<file path="config.mk">
export PLATFORM = sky130hd
export DESIGN_NAME = lru_key_value_cache_top
export DESIGN_NICKNAME = d
export VERILOG_FILES = /design/src/rtl/core/lkvc_pkg.sv /design/src/rtl/core/lkvc_cell.sv /design/src/rtl/core/lkvc_ctrl.sv /design/src/rtl/core/lru_key_value_cache_top.sv
export SDC_FILE = /design/constraint.sdc
export NUM_CORES = 2
export LEC_CHECK = 0
export BUFFER_PORTS_ARGS = -buffer_cell sky130_fd_sc_hd__buf_2
export CAP_MARGIN = 15
export CORE_UTILIZATION = 60
export CTS_CLUSTER_SIZE = 12
export DETAILED_ROUTE_END_ITERATION = 6
export MAX_ROUTING_LAYER = met4
export PLACE_DENSITY = 0.88
export RECOVER_POWER = 100
export SETUP_SLACK_MARGIN = 0.1
export SLEW_MARGIN = 20
export SYNTH_ARGS = -nofsm -noshare
export SYNTH_HDL_FRONTEND = slang
export SYNTH_SLANG_ARGS = --single-unit
export TNS_END_PERCENT = 20
</file>
<file path="constraint.sdc">
create_clock -name clock -period 8.8 [get_ports clock]
set_input_delay 0 -clock clock [delete_from_list [all_inputs] [get_ports clock]]
set_output_delay 0 -clock clock [all_outputs]
set_load 0.005 [all_outputs]
</file>
<file path="src/rtl/core/lkvc_pkg.sv">
package lkvc_pkg;

   localparam int KEY_W   = 32;
   localparam int VALUE_W = 32;
   localparam int CAP_W   = 5;

   localparam logic [CAP_W-1:0] CAPACITY_RESET = CAP_W'(16);

   typedef enum logic [1:0] {
      ST_IDLE,
      ST_SCAN,
      ST_APPLY
   } ctrl_state_type;

   typedef enum logic {
      ACTION_GET = 1'b0,
      ACTION_SET = 1'b1
   } action_type;

   typedef enum logic {
      REG_CAPACITY = 1'b0
   } reg_index_type;

   // search token that walks the cell row
   typedef struct packed {
      logic               active;
      logic               found;
      logic               free_found;
      logic               lru_found;
      logic [KEY_W-1:0]   key;
      logic [VALUE_W-1:0] found_value;
   } probe_type;

   // update broadcast to all cells
   typedef struct packed {
      logic               en;
      logic               insert;
      logic               write_kv;
      logic [KEY_W-1:0]   key;
      logic [VALUE_W-1:0] value;
   } cmd_type;

endpackage

</file>
<file path="src/rtl/core/lkvc_cell.sv">
module lkvc_cell #(
   parameter int SLOT_W = 4,
   parameter int INDEX  = 0
) (
   input  logic                clock,
   input  logic                reset,
   input  lkvc_pkg::probe_type up_probe,
   input  logic [SLOT_W-1:0]   up_found_slot,
   input  logic [SLOT_W-1:0]   up_found_rank,
   input  logic [SLOT_W-1:0]   up_free_slot,
   input  logic [SLOT_W-1:0]   up_lru_slot,
   input  logic [SLOT_W-1:0]   up_lru_rank,
   output lkvc_pkg::probe_type dn_probe,
   output logic [SLOT_W-1:0]   dn_found_slot,
   output logic [SLOT_W-1:0]   dn_found_rank,
   output logic [SLOT_W-1:0]   dn_free_slot,
   output logic [SLOT_W-1:0]   dn_lru_slot,
   output logic [SLOT_W-1:0]   dn_lru_rank,
   input  lkvc_pkg::cmd_type   cmd,
   input  logic [SLOT_W-1:0]   cmd_slot,
   input  logic [SLOT_W-1:0]   cmd_rank
);
   import lkvc_pkg::*;

   localparam logic [SLOT_W-1:0] MY_SLOT = SLOT_W'(INDEX);

   logic               valid_ff, valid_in;
   logic [SLOT_W-1:0]  rank_ff, rank_in;
   logic [KEY_W-1:0]   key_ff, key_in;
   logic [VALUE_W-1:0] value_ff, value_in;

   probe_type          probe_ff, probe_in;
   logic [SLOT_W-1:0]  found_slot_ff, found_slot_in;
   logic [SLOT_W-1:0]  found_rank_ff, found_rank_in;
   logic [SLOT_W-1:0]  free_slot_ff, free_slot_in;
   logic [SLOT_W-1:0]  lru_slot_ff, lru_slot_in;
   logic [SLOT_W-1:0]  lru_rank_ff, lru_rank_in;

   logic               match;
   logic               target;

   // probe stage
   always_comb begin
      probe_in      = up_probe;
      found_slot_in = up_found_slot;
      found_rank_in = up_found_rank;
      free_slot_in  = up_free_slot;
      lru_slot_in   = up_lru_slot;
      lru_rank_in   = up_lru_rank;
      match = up_probe.active && valid_ff && !up_probe.found && (key_ff == up_probe.key);
      if (match) begin
         probe_in.found       = 1'b1;
         probe_in.found_value = value_ff;
         found_slot_in        = MY_SLOT;
         found_rank_in        = rank_ff;
      end
      if (up_probe.active && !valid_ff && !up_probe.free_found) begin
         probe_in.free_found = 1'b1;
         free_slot_in        = MY_SLOT;
      end
      if (up_probe.active && valid_ff && (!up_probe.lru_found || rank_ff > up_lru_rank)) begin
         probe_in.lru_found = 1'b1;
         lru_slot_in        = MY_SLOT;
         lru_rank_in        = rank_ff;
      end
   end

   // entry update
   always_comb begin
      valid_in = valid_ff;
      rank_in  = rank_ff;
      key_in   = key_ff;
      value_in = value_ff;
      target   = cmd.en && (cmd_slot == MY_SLOT);
      if (cmd.en) begin
         if (cmd.insert) begin
            if (valid_ff) begin
               rank_in = rank_ff + SLOT_W'(1);
            end
         end else if (valid_ff && !target && (rank_ff < cmd_rank)) begin
            rank_in = rank_ff + SLOT_W'(1);
         end
      end
      if (target) begin
         valid_in = 1'b1;
         rank_in  = '0;
         if (cmd.write_kv) begin
            key_in   = cmd.key;
            value_in = cmd.value;
         end
      end
   end

   always_ff @(posedge clock) begin
      if (reset) begin
         valid_ff <= 1'b0;
         rank_ff  <= '0;
         probe_ff <= '0;
      end else begin
         valid_ff <= valid_in;
         rank_ff  <= rank_in;
         probe_ff <= probe_in;
      end
   end

   always_ff @(posedge clock) begin
      key_ff        <= key_in;
      value_ff      <= value_in;
      found_slot_ff <= found_slot_in;
      found_rank_ff <= found_rank_in;
      free_slot_ff  <= free_slot_in;
      lru_slot_ff   <= lru_slot_in;
      lru_rank_ff   <= lru_rank_in;
   end

   assign dn_probe      = probe_ff;
   assign dn_found_slot = found_slot_ff;
   assign dn_found_rank = found_rank_ff;
   assign dn_free_slot  = free_slot_ff;
   assign dn_lru_slot   = lru_slot_ff;
   assign dn_lru_rank   = lru_rank_ff;

endmodule

</file>
<file path="src/rtl/core/lkvc_ctrl.sv">
module lkvc_ctrl #(
   parameter int MAX_ENTRIES = 16,
   parameter int SLOT_W      = 4
) (
   input  logic                       clock,
   input  logic                       reset,
   input  logic                       req_tvalid,
   output logic                       req_tready,
   input  logic [63:0]                req_tdata,
   input  logic [0:0]                 req_tuser,
   output logic                       rsp_tvalid,
   input  logic                       rsp_tready,
   output logic [31:0]                rsp_tdata,
   output logic [0:0]                 rsp_tuser,
   input  logic [lkvc_pkg::CAP_W-1:0] capacity,
   output lkvc_pkg::probe_type        launch_probe,
   input  lkvc_pkg::probe_type        up_probe,
   input  logic [SLOT_W-1:0]          up_found_slot,
   input  logic [SLOT_W-1:0]          up_found_rank,
   input  logic [SLOT_W-1:0]          up_free_slot,
   input  logic [SLOT_W-1:0]          up_lru_slot,
   input  logic [SLOT_W-1:0]          up_lru_rank,
   output lkvc_pkg::cmd_type          cmd,
   output logic [SLOT_W-1:0]          cmd_slot,
   output logic [SLOT_W-1:0]          cmd_rank
);
   import lkvc_pkg::*;

   localparam int CNT_W = $clog2(MAX_ENTRIES + 1);
   localparam int CW    = (CNT_W > CAP_W) ? CNT_W : CAP_W;

   ctrl_state_type     state_ff, state_in;
   probe_type          probe_ff, probe_in;
   action_type         action_ff, action_in;
   logic [KEY_W-1:0]   key_ff, key_in;
   logic [VALUE_W-1:0] value_ff, value_in;
   logic [CNT_W-1:0]   count_ff, count_in;

   logic               res_found_ff, res_found_in;
   logic               res_free_found_ff, res_free_found_in;
   logic               res_lru_found_ff, res_lru_found_in;
   logic [VALUE_W-1:0] res_value_ff, res_value_in;
   logic [SLOT_W-1:0]  res_found_slot_ff, res_found_slot_in;
   logic [SLOT_W-1:0]  res_found_rank_ff, res_found_rank_in;
   logic [SLOT_W-1:0]  res_free_slot_ff, res_free_slot_in;
   logic [SLOT_W-1:0]  res_lru_slot_ff, res_lru_slot_in;
   logic [SLOT_W-1:0]  res_lru_rank_ff, res_lru_rank_in;

   logic               rsp_valid_ff, rsp_valid_in;
   logic               rsp_hit_ff, rsp_hit_in;
   logic [VALUE_W-1:0] rsp_data_ff, rsp_data_in;

   logic [CW-1:0]      cap_eff;
   logic               rsp_free;
   logic               has_room;

   // capacity clamped to 1..MAX_ENTRIES
   always_comb begin
      if (capacity == '0) begin
         cap_eff = CW'(1);
      end else if (CW'(capacity) > CW'(MAX_ENTRIES)) begin
         cap_eff = CW'(MAX_ENTRIES);
      end else begin
         cap_eff = CW'(capacity);
      end
   end

   assign has_room = CW'(count_ff) < cap_eff;
   assign rsp_free = !rsp_valid_ff || rsp_tready;

   always_comb begin
      state_in          = state_ff;
      probe_in          = probe_ff;
      probe_in.active   = 1'b0;
      action_in         = action_ff;
      key_in            = key_ff;
      value_in          = value_ff;
      count_in          = count_ff;
      res_found_in      = res_found_ff;
      res_free_found_in = res_free_found_ff;
      res_lru_found_in  = res_lru_found_ff;
      res_value_in      = res_value_ff;
      res_found_slot_in = res_found_slot_ff;
      res_found_rank_in = res_found_rank_ff;
      res_free_slot_in  = res_free_slot_ff;
      res_lru_slot_in   = res_lru_slot_ff;
      res_lru_rank_in   = res_lru_rank_ff;
      rsp_valid_in      = rsp_valid_ff && !rsp_tready;
      rsp_hit_in        = rsp_hit_ff;
      rsp_data_in       = rsp_data_ff;
      req_tready        = 1'b0;
      cmd               = '0;
      cmd.key           = key_ff;
      cmd.value         = value_ff;
      cmd_slot          = '0;
      cmd_rank          = '0;
      case (state_ff)
         ST_IDLE: begin
            req_tready = 1'b1;
            if (req_tvalid) begin
               state_in        = ST_SCAN;
               action_in       = action_type'(req_tuser[0]);
               key_in          = req_tdata[31:0];
               value_in        = req_tdata[63:32];
               probe_in        = '0;
               probe_in.active = 1'b1;
               probe_in.key    = req_tdata[31:0];
            end
         end
         ST_SCAN: begin
            if (up_probe.active) begin
               state_in          = ST_APPLY;
               res_found_in      = up_probe.found;
               res_free_found_in = up_probe.free_found;
               res_lru_found_in  = up_probe.lru_found;
               res_value_in      = up_probe.found_value;
               res_found_slot_in = up_found_slot;
               res_found_rank_in = up_found_rank;
               res_free_slot_in  = up_free_slot;
               res_lru_slot_in   = up_lru_slot;
               res_lru_rank_in   = up_lru_rank;
            end
         end
         ST_APPLY: begin
            if (action_ff == ACTION_SET || rsp_free) begin
               state_in = ST_IDLE;
               if (action_ff == ACTION_GET) begin
                  rsp_valid_in = 1'b1;
                  rsp_hit_in   = res_found_ff;
                  rsp_data_in  = res_found_ff ? res_value_ff : '1;
                  if (res_found_ff) begin
                     cmd.en   = 1'b1;
                     cmd_slot = res_found_slot_ff;
                     cmd_rank = res_found_rank_ff;
                  end
               end else if (res_found_ff) begin
                  cmd.en       = 1'b1;
                  cmd.write_kv = 1'b1;
                  cmd_slot     = res_found_slot_ff;
                  cmd_rank     = res_found_rank_ff;
               end else if (has_room && res_free_found_ff) begin
                  cmd.en       = 1'b1;
                  cmd.insert   = 1'b1;
                  cmd.write_kv = 1'b1;
                  cmd_slot     = res_free_slot_ff;
                  count_in     = count_ff + CNT_W'(1);
               end else if (res_lru_found_ff) begin
                  // evict least recently used entry
                  cmd.en       = 1'b1;
                  cmd.write_kv = 1'b1;
                  cmd_slot     = res_lru_slot_ff;
                  cmd_rank     = res_lru_rank_ff;
               end
            end
         end
         default: begin
            state_in = ST_IDLE;
         end
      endcase
   end

   always_ff @(posedge clock) begin
      if (reset) begin
         state_ff     <= ST_IDLE;
         probe_ff     <= '0;
         count_ff     <= '0;
         rsp_valid_ff <= 1'b0;
      end else begin
         state_ff     <= state_in;
         probe_ff     <= probe_in;
         count_ff     <= count_in;
         rsp_valid_ff <= rsp_valid_in;
      end
   end

   always_ff @(posedge clock) begin
      action_ff         <= action_in;
      key_ff            <= key_in;
      value_ff          <= value_in;
      res_found_ff      <= res_found_in;
      res_free_found_ff <= res_free_found_in;
      res_lru_found_ff  <= res_lru_found_in;
      res_value_ff      <= res_value_in;
      res_found_slot_ff <= res_found_slot_in;
      res_found_rank_ff <= res_found_rank_in;
      res_free_slot_ff  <= res_free_slot_in;
      res_lru_slot_ff   <= res_lru_slot_in;
      res_lru_rank_ff   <= res_lru_rank_in;
      rsp_hit_ff        <= rsp_hit_in;
      rsp_data_ff       <= rsp_data_in;
   end

   assign launch_probe = probe_ff;
   assign rsp_tvalid   = rsp_valid_ff;
   assign rsp_tdata    = rsp_data_ff;
   assign rsp_tuser    = rsp_hit_ff;

endmodule

</file>
<file path="src/rtl/core/lru_key_value_cache_top.sv">
// items are handled one at a time: a request is accepted only in the idle state, so a new item
// is not taken before the last one is through; the search token steps through the row of
// cells one cell per cycle, a capture step records the result, an apply step applies the update to
// all cells and the controller then accepts the next item; a get waits longer while rsp is stalled
// reset: synchronous, clears valid bits, recency ranks, entry count and handshakes at once;
// capacity returns to 16; no clearing pass
module lru_key_value_cache_top #(
   parameter int MAX_ENTRIES = 16
) (
   input  logic        clock,
   input  logic        reset,
   input  logic        req_tvalid,
   output logic        req_tready,
   input  logic [63:0] req_tdata,   // lookup_key, store_value
   input  logic [0:0]  req_tuser,   // action
   output logic        rsp_tvalid,
   input  logic        rsp_tready,
   output logic [31:0] rsp_tdata,   // read_value
   output logic [0:0]  rsp_tuser,   // hit
   input  logic        csr_psel,
   input  logic        csr_penable,
   input  logic        csr_pwrite,
   input  logic [2:0]  csr_paddr,
   input  logic [31:0] csr_pwdata,
   output logic [31:0] csr_prdata,
   output logic        csr_pready
);
   import lkvc_pkg::*;

   localparam int SLOT_W = (MAX_ENTRIES > 1) ? $clog2(MAX_ENTRIES) : 1;

   logic [CAP_W-1:0]  capacity_ff, capacity_in;
   reg_index_type     csr_index;

   probe_type         chain_probe      [MAX_ENTRIES+1];
   logic [SLOT_W-1:0] chain_found_slot [MAX_ENTRIES+1];
   logic [SLOT_W-1:0] chain_found_rank [MAX_ENTRIES+1];
   logic [SLOT_W-1:0] chain_free_slot  [MAX_ENTRIES+1];
   logic [SLOT_W-1:0] chain_lru_slot   [MAX_ENTRIES+1];
   logic [SLOT_W-1:0] chain_lru_rank   [MAX_ENTRIES+1];

   cmd_type           cmd;
   logic [SLOT_W-1:0] cmd_slot;
   logic [SLOT_W-1:0] cmd_rank;

   assign csr_pready = 1'b1;
   assign csr_index  = reg_index_type'(csr_paddr[2]);

   always_comb begin
      capacity_in = capacity_ff;
      if (csr_psel && csr_penable && csr_pwrite && csr_pready && csr_index == REG_CAPACITY) begin
         capacity_in = csr_pwdata[CAP_W-1:0];
      end
      case (csr_index)
         REG_CAPACITY: csr_prdata = {{(32-CAP_W){1'b0}}, capacity_ff};
         default:      csr_prdata = '0;
      endcase
   end

   always_ff @(posedge clock) begin
      if (reset) begin
         capacity_ff <= CAPACITY_RESET;
      end else begin
         capacity_ff <= capacity_in;
      end
   end

   assign chain_found_slot[0] = '0;
   assign chain_found_rank[0] = '0;
   assign chain_free_slot[0]  = '0;
   assign chain_lru_slot[0]   = '0;
   assign chain_lru_rank[0]   = '0;

   lkvc_ctrl #(
      .MAX_ENTRIES (MAX_ENTRIES),
      .SLOT_W      (SLOT_W)
   ) u_ctrl (
      .clock         (clock),
      .reset         (reset),
      .req_tvalid    (req_tvalid),
      .req_tready    (req_tready),
      .req_tdata     (req_tdata),
      .req_tuser     (req_tuser),
      .rsp_tvalid    (rsp_tvalid),
      .rsp_tready    (rsp_tready),
      .rsp_tdata     (rsp_tdata),
      .rsp_tuser     (rsp_tuser),
      .capacity      (capacity_ff),
      .launch_probe  (chain_probe[0]),
      .up_probe      (chain_probe[MAX_ENTRIES]),
      .up_found_slot (chain_found_slot[MAX_ENTRIES]),
      .up_found_rank (chain_found_rank[MAX_ENTRIES]),
      .up_free_slot  (chain_free_slot[MAX_ENTRIES]),
      .up_lru_slot   (chain_lru_slot[MAX_ENTRIES]),
      .up_lru_rank   (chain_lru_rank[MAX_ENTRIES]),
      .cmd           (cmd),
      .cmd_slot      (cmd_slot),
      .cmd_rank      (cmd_rank)
   );

   for (genvar i = 0; i < MAX_ENTRIES; i++) begin : g_cell
      lkvc_cell #(
         .SLOT_W (SLOT_W),
         .INDEX  (i)
      ) u_cell (
         .clock         (clock),
         .reset         (reset),
         .up_probe      (chain_probe[i]),
         .up_found_slot (chain_found_slot[i]),
         .up_found_rank (chain_found_rank[i]),
         .up_free_slot  (chain_free_slot[i]),
         .up_lru_slot   (chain_lru_slot[i]),
         .up_lru_rank   (chain_lru_rank[i]),
         .dn_probe      (chain_probe[i+1]),
         .dn_found_slot (chain_found_slot[i+1]),
         .dn_found_rank (chain_found_rank[i+1]),
         .dn_free_slot  (chain_free_slot[i+1]),
         .dn_lru_slot   (chain_lru_slot[i+1]),
         .dn_lru_rank   (chain_lru_rank[i+1]),
         .cmd           (cmd),
         .cmd_slot      (cmd_slot),
         .cmd_rank      (cmd_rank)
      );
   end

endmodule
</file>
==> metrics <==
R2R setup slack=2.29 ns; max_slew headroom=-1.89; I/O pin count=175; DIE AREA=152,000 sq um; CP Class=register to register; capturing point of the worst reg2reg path=g_cell[7].u_cell.key_ff[2]; IO buf count=117; skew final=0.0726 ns; DR vias=51,000; worst hold path stage count=5; crit path max fanout=64; top_reg_cell synth=dfxtp_1; postcts setup bufs=0; final setup violating endpoints=0; row count=141; startpoint types=register; initial antenna violation count=7; Inserted Clock Buffers=275; Die H=389 um; CTS tree=done; Post-Syn Area=90,000 sq um; Worst R2R Start=u_ctrl.res_found_ff; Placed Area=92,700 sq um; number of synthesized flops with an enable pin=1,177; CTS Sinks=2,634; Final Wtd Congestion=0.884; CORE AREA=148,000 sq um; Overall Power=0.0238 W; drt total wl=207,000 um; slew of the pin with the lowest slew margin=4.34 ns; multi-input logic area=24,100 sq um; Gate Count Post-Synth=6,389; commonest non-fill, non-tap cell in the layout=dfxtp_1; final worst-path cycle share=0.740; Synth Register Bits=2,634; layout cells sized above 1=0.0853; status=complete, but fails checks; Reg clk slew, reported paths=0.06 ns; crit path from=u_ctrl.res_found_ff; Longest Clk Path Bufs=4; CTS root buf=clkbuf_16; clock latency on the worst-skew pair=0.90 ns; Arrival @ worst endpoint=6.70 ns; Finished Cell Area=102,000 sq um; max capacitance violation total=31; Hold Crit Class=input port to register; endpoint class of the critical path=register; Non-Filler Instances=8,955; drt initial violations=4,983; sequential cell area=64,500 sq um; vias in the first global route=52,800; Peak VDD IR=0.206 mV; DR vias/cell=5.69; Yosys top cell by area=edfxtp_1; first-pass iteration count of the detailed router=6; DR WL/cell=23.1 um; filler cell count=8,855; commonest non-fill, non-tap cells in the layout=dfxtp_1 (1,457), edfxtp_1 (1,177), nor2_1 (648); Power Density=234 nW/um^2; Initial Util=0.606; Yosys top cell area share=0.393; H-tree levels=5; first-pass GRT wire length=313,000 um; antenna-violating nets left=0; failing checks=max-capacitance violations, max-slew violations; Warnings, synthesis=0; Die W=389 um; Synth Area per Inst=14.1 sq um; dpl cells=8,339; Min-Delay Endpoint=u_ctrl.rsp_tvalid; post-layout net count=7,001; critical path data required time=8.99 ns; GRT Util Overall=0.279; post-layout min period=6.51 ns; hold path start=rsp_tready; final slew viol count=1,576; f_max=154 MHz; distinct cell type count after synthesis=70; setup TNS=0 ns; largest cells by area after synthesis=edfxtp_1 (39%), dfxtp_1 (32%), mux2i_1 (5.6%), nor2b_1 (4.0%), xnor2_1 (3.8%); depth of the worst register-to-register path=8; Overflow after GRT=0; Leak=35.4 nW; largest net degree at the start of global routing=216; RSZ-0062 raised after global routing=no; sequential area share after synthesis=0.717; post-DP HPWL=118,000 um; Hold Vio Cnt, Final=0; Hold Worst Slack=0.0408 ns; DRC Markers=0; asr flop ratio synth=0; Layout area overhead=13.1%
-- per-layer routing --
metal  track usage  up-vias  wire length, um
met5             -        -                0
met1         0.341    25100            79200
met4         0.107        0             7890
met3        0.0422      601            16100
li1              -    22700                -
met2         0.469     2540           104000
-- logic make-up after synthesis --
group                      count (synthesis)  synth area share
AOI/OAI and AO/OA                        326            0.0245
muxes                                    581            0.0657
and+or+nand+nor                         1837             0.106
other                                      2         0.0000835
adders and majority gates                129            0.0179
xor gates and xnor gates                 545            0.0530
DFF                                     2634             0.717
buffers and inverters                    335            0.0162
-- critical path, cell delays in order, from the launching register on --
cell and delay [ns]:
edfxtp_1 0.31, clkbuf_1 1.50, nor2b_1 0.53, and3_1 0.39, a221oi_1 0.93, nor2_1 0.49
nand2_1 0.33, nor2_1 0.13, clkbuf_2 1.01
-- flip-flops by register name (all words and copies together) (netlist names), 49 cells and up --
signal and count:
g_cell.u_cell.dn_found_rank 64, g_cell.u_cell.dn_found_slot 49, g_cell.u_cell.dn_free_slot 49, g_cell.u_cell.dn_lru_rank 64, g_cell.u_cell.dn_lru_slot 49, g_cell.u_cell.dn_probe 1056
g_cell.u_cell.key_ff 512, g_cell.u_cell.rank_ff 64, g_cell.u_cell.value_ff 512
-- final cells by class --
class | count | area share
timing repair buffer | 320 | 0.0233
clock buffer | 450 | 0.0766
clock inverter | 12 | 0.00108
sequential | 2634 | 0.634
tap | 2002 | 0.0246
multi-input combinational | 3446 | 0.237
antenna | 3 | 0.0000738
inverter | 88 | 0.00326
-- stage by stage --
step,worst slack [ns],util
4_1_cts,4.14,0.688
3_3_place_gp,4.09,0.625
3_5_place_dp,4.22,0.625
5_1_grt,1.98,0.686
2_1_floorplan,1.89,-
6_report,2.29,0.686
-- what timing repair did --
action | in CTS | in global routing
resized for setup | 0 | 0
hold buffers | 149 | 0
hold endpoints to repair | 273 | 0
-- report_power, final --
part / switching [W] / leakage [nW] / total [W] / internal, W
clock network: 0.00451 / 3.79 / 0.0106 / 0.00604
logic: 0.000174 / 9.23 / 0.000283 / 0.000109
registers: 0.000146 / 22.3 / 0.0130 / 0.0128
total: 0.00483 / 35.4 / 0.0238 / 0.0190
-- how the worst max path moves through the flow --
stage | to | slack (ns) | cells past startpoint
floorplan | g_cell[8].u_cell.key_ff[0] | 1.89 | 10
global placement | g_cell[8].u_cell.key_ff[1] | 4.09 | 11
detailed placement | g_cell[15].u_cell.key_ff[12] | 4.22 | 9
CTS | g_cell[15].u_cell.key_ff[12] | 4.14 | 9
global route | g_cell[9].u_cell.key_ff[18] | 1.98 | 8
finish | g_cell[7].u_cell.key_ff[2] | 2.29 | 8
-- cell usage after synthesis, types with 5 or more instances --
| cell | n |
|---|---|
| xor2_1 | 157 |
| nor4_1 | 66 |
| and2_1 | 38 |
| nand2_1 | 121 |
| and3_1 | 22 |
| o22a_1 | 32 |
| o211ai_1 | 21 |
| mux2_2 | 71 |
| buf_4 | 34 |
| a22o_1 | 7 |
| nand2b_1 | 56 |
| or3_1 | 18 |
| buf_1 | 5 |
| a211oi_1 | 13 |
| a41o_1 | 15 |
| o21ai_0 | 71 |
| a21o_1 | 12 |
| nor2_1 | 653 |
| a22oi_1 | 5 |
| buf_2 | 58 |
| ha_1 | 129 |
| xnor2_1 | 388 |
| nand3_1 | 49 |
| nor2b_1 | 573 |
| o2111ai_1 | 5 |
| edfxtp_1 | 1177 |
| mux2i_1 | 505 |
| dfxtp_1 | 1457 |
| or2_2 | 92 |
| nor3_1 | 33 |
| nor3b_1 | 17 |
| inv_1 | 88 |
| a21oi_1 | 113 |
| mux2_1 | 5 |
| nand4_1 | 89 |
| clkbuf_1 | 150 |
No activity file was read; power rests on OpenSTA's default activity.
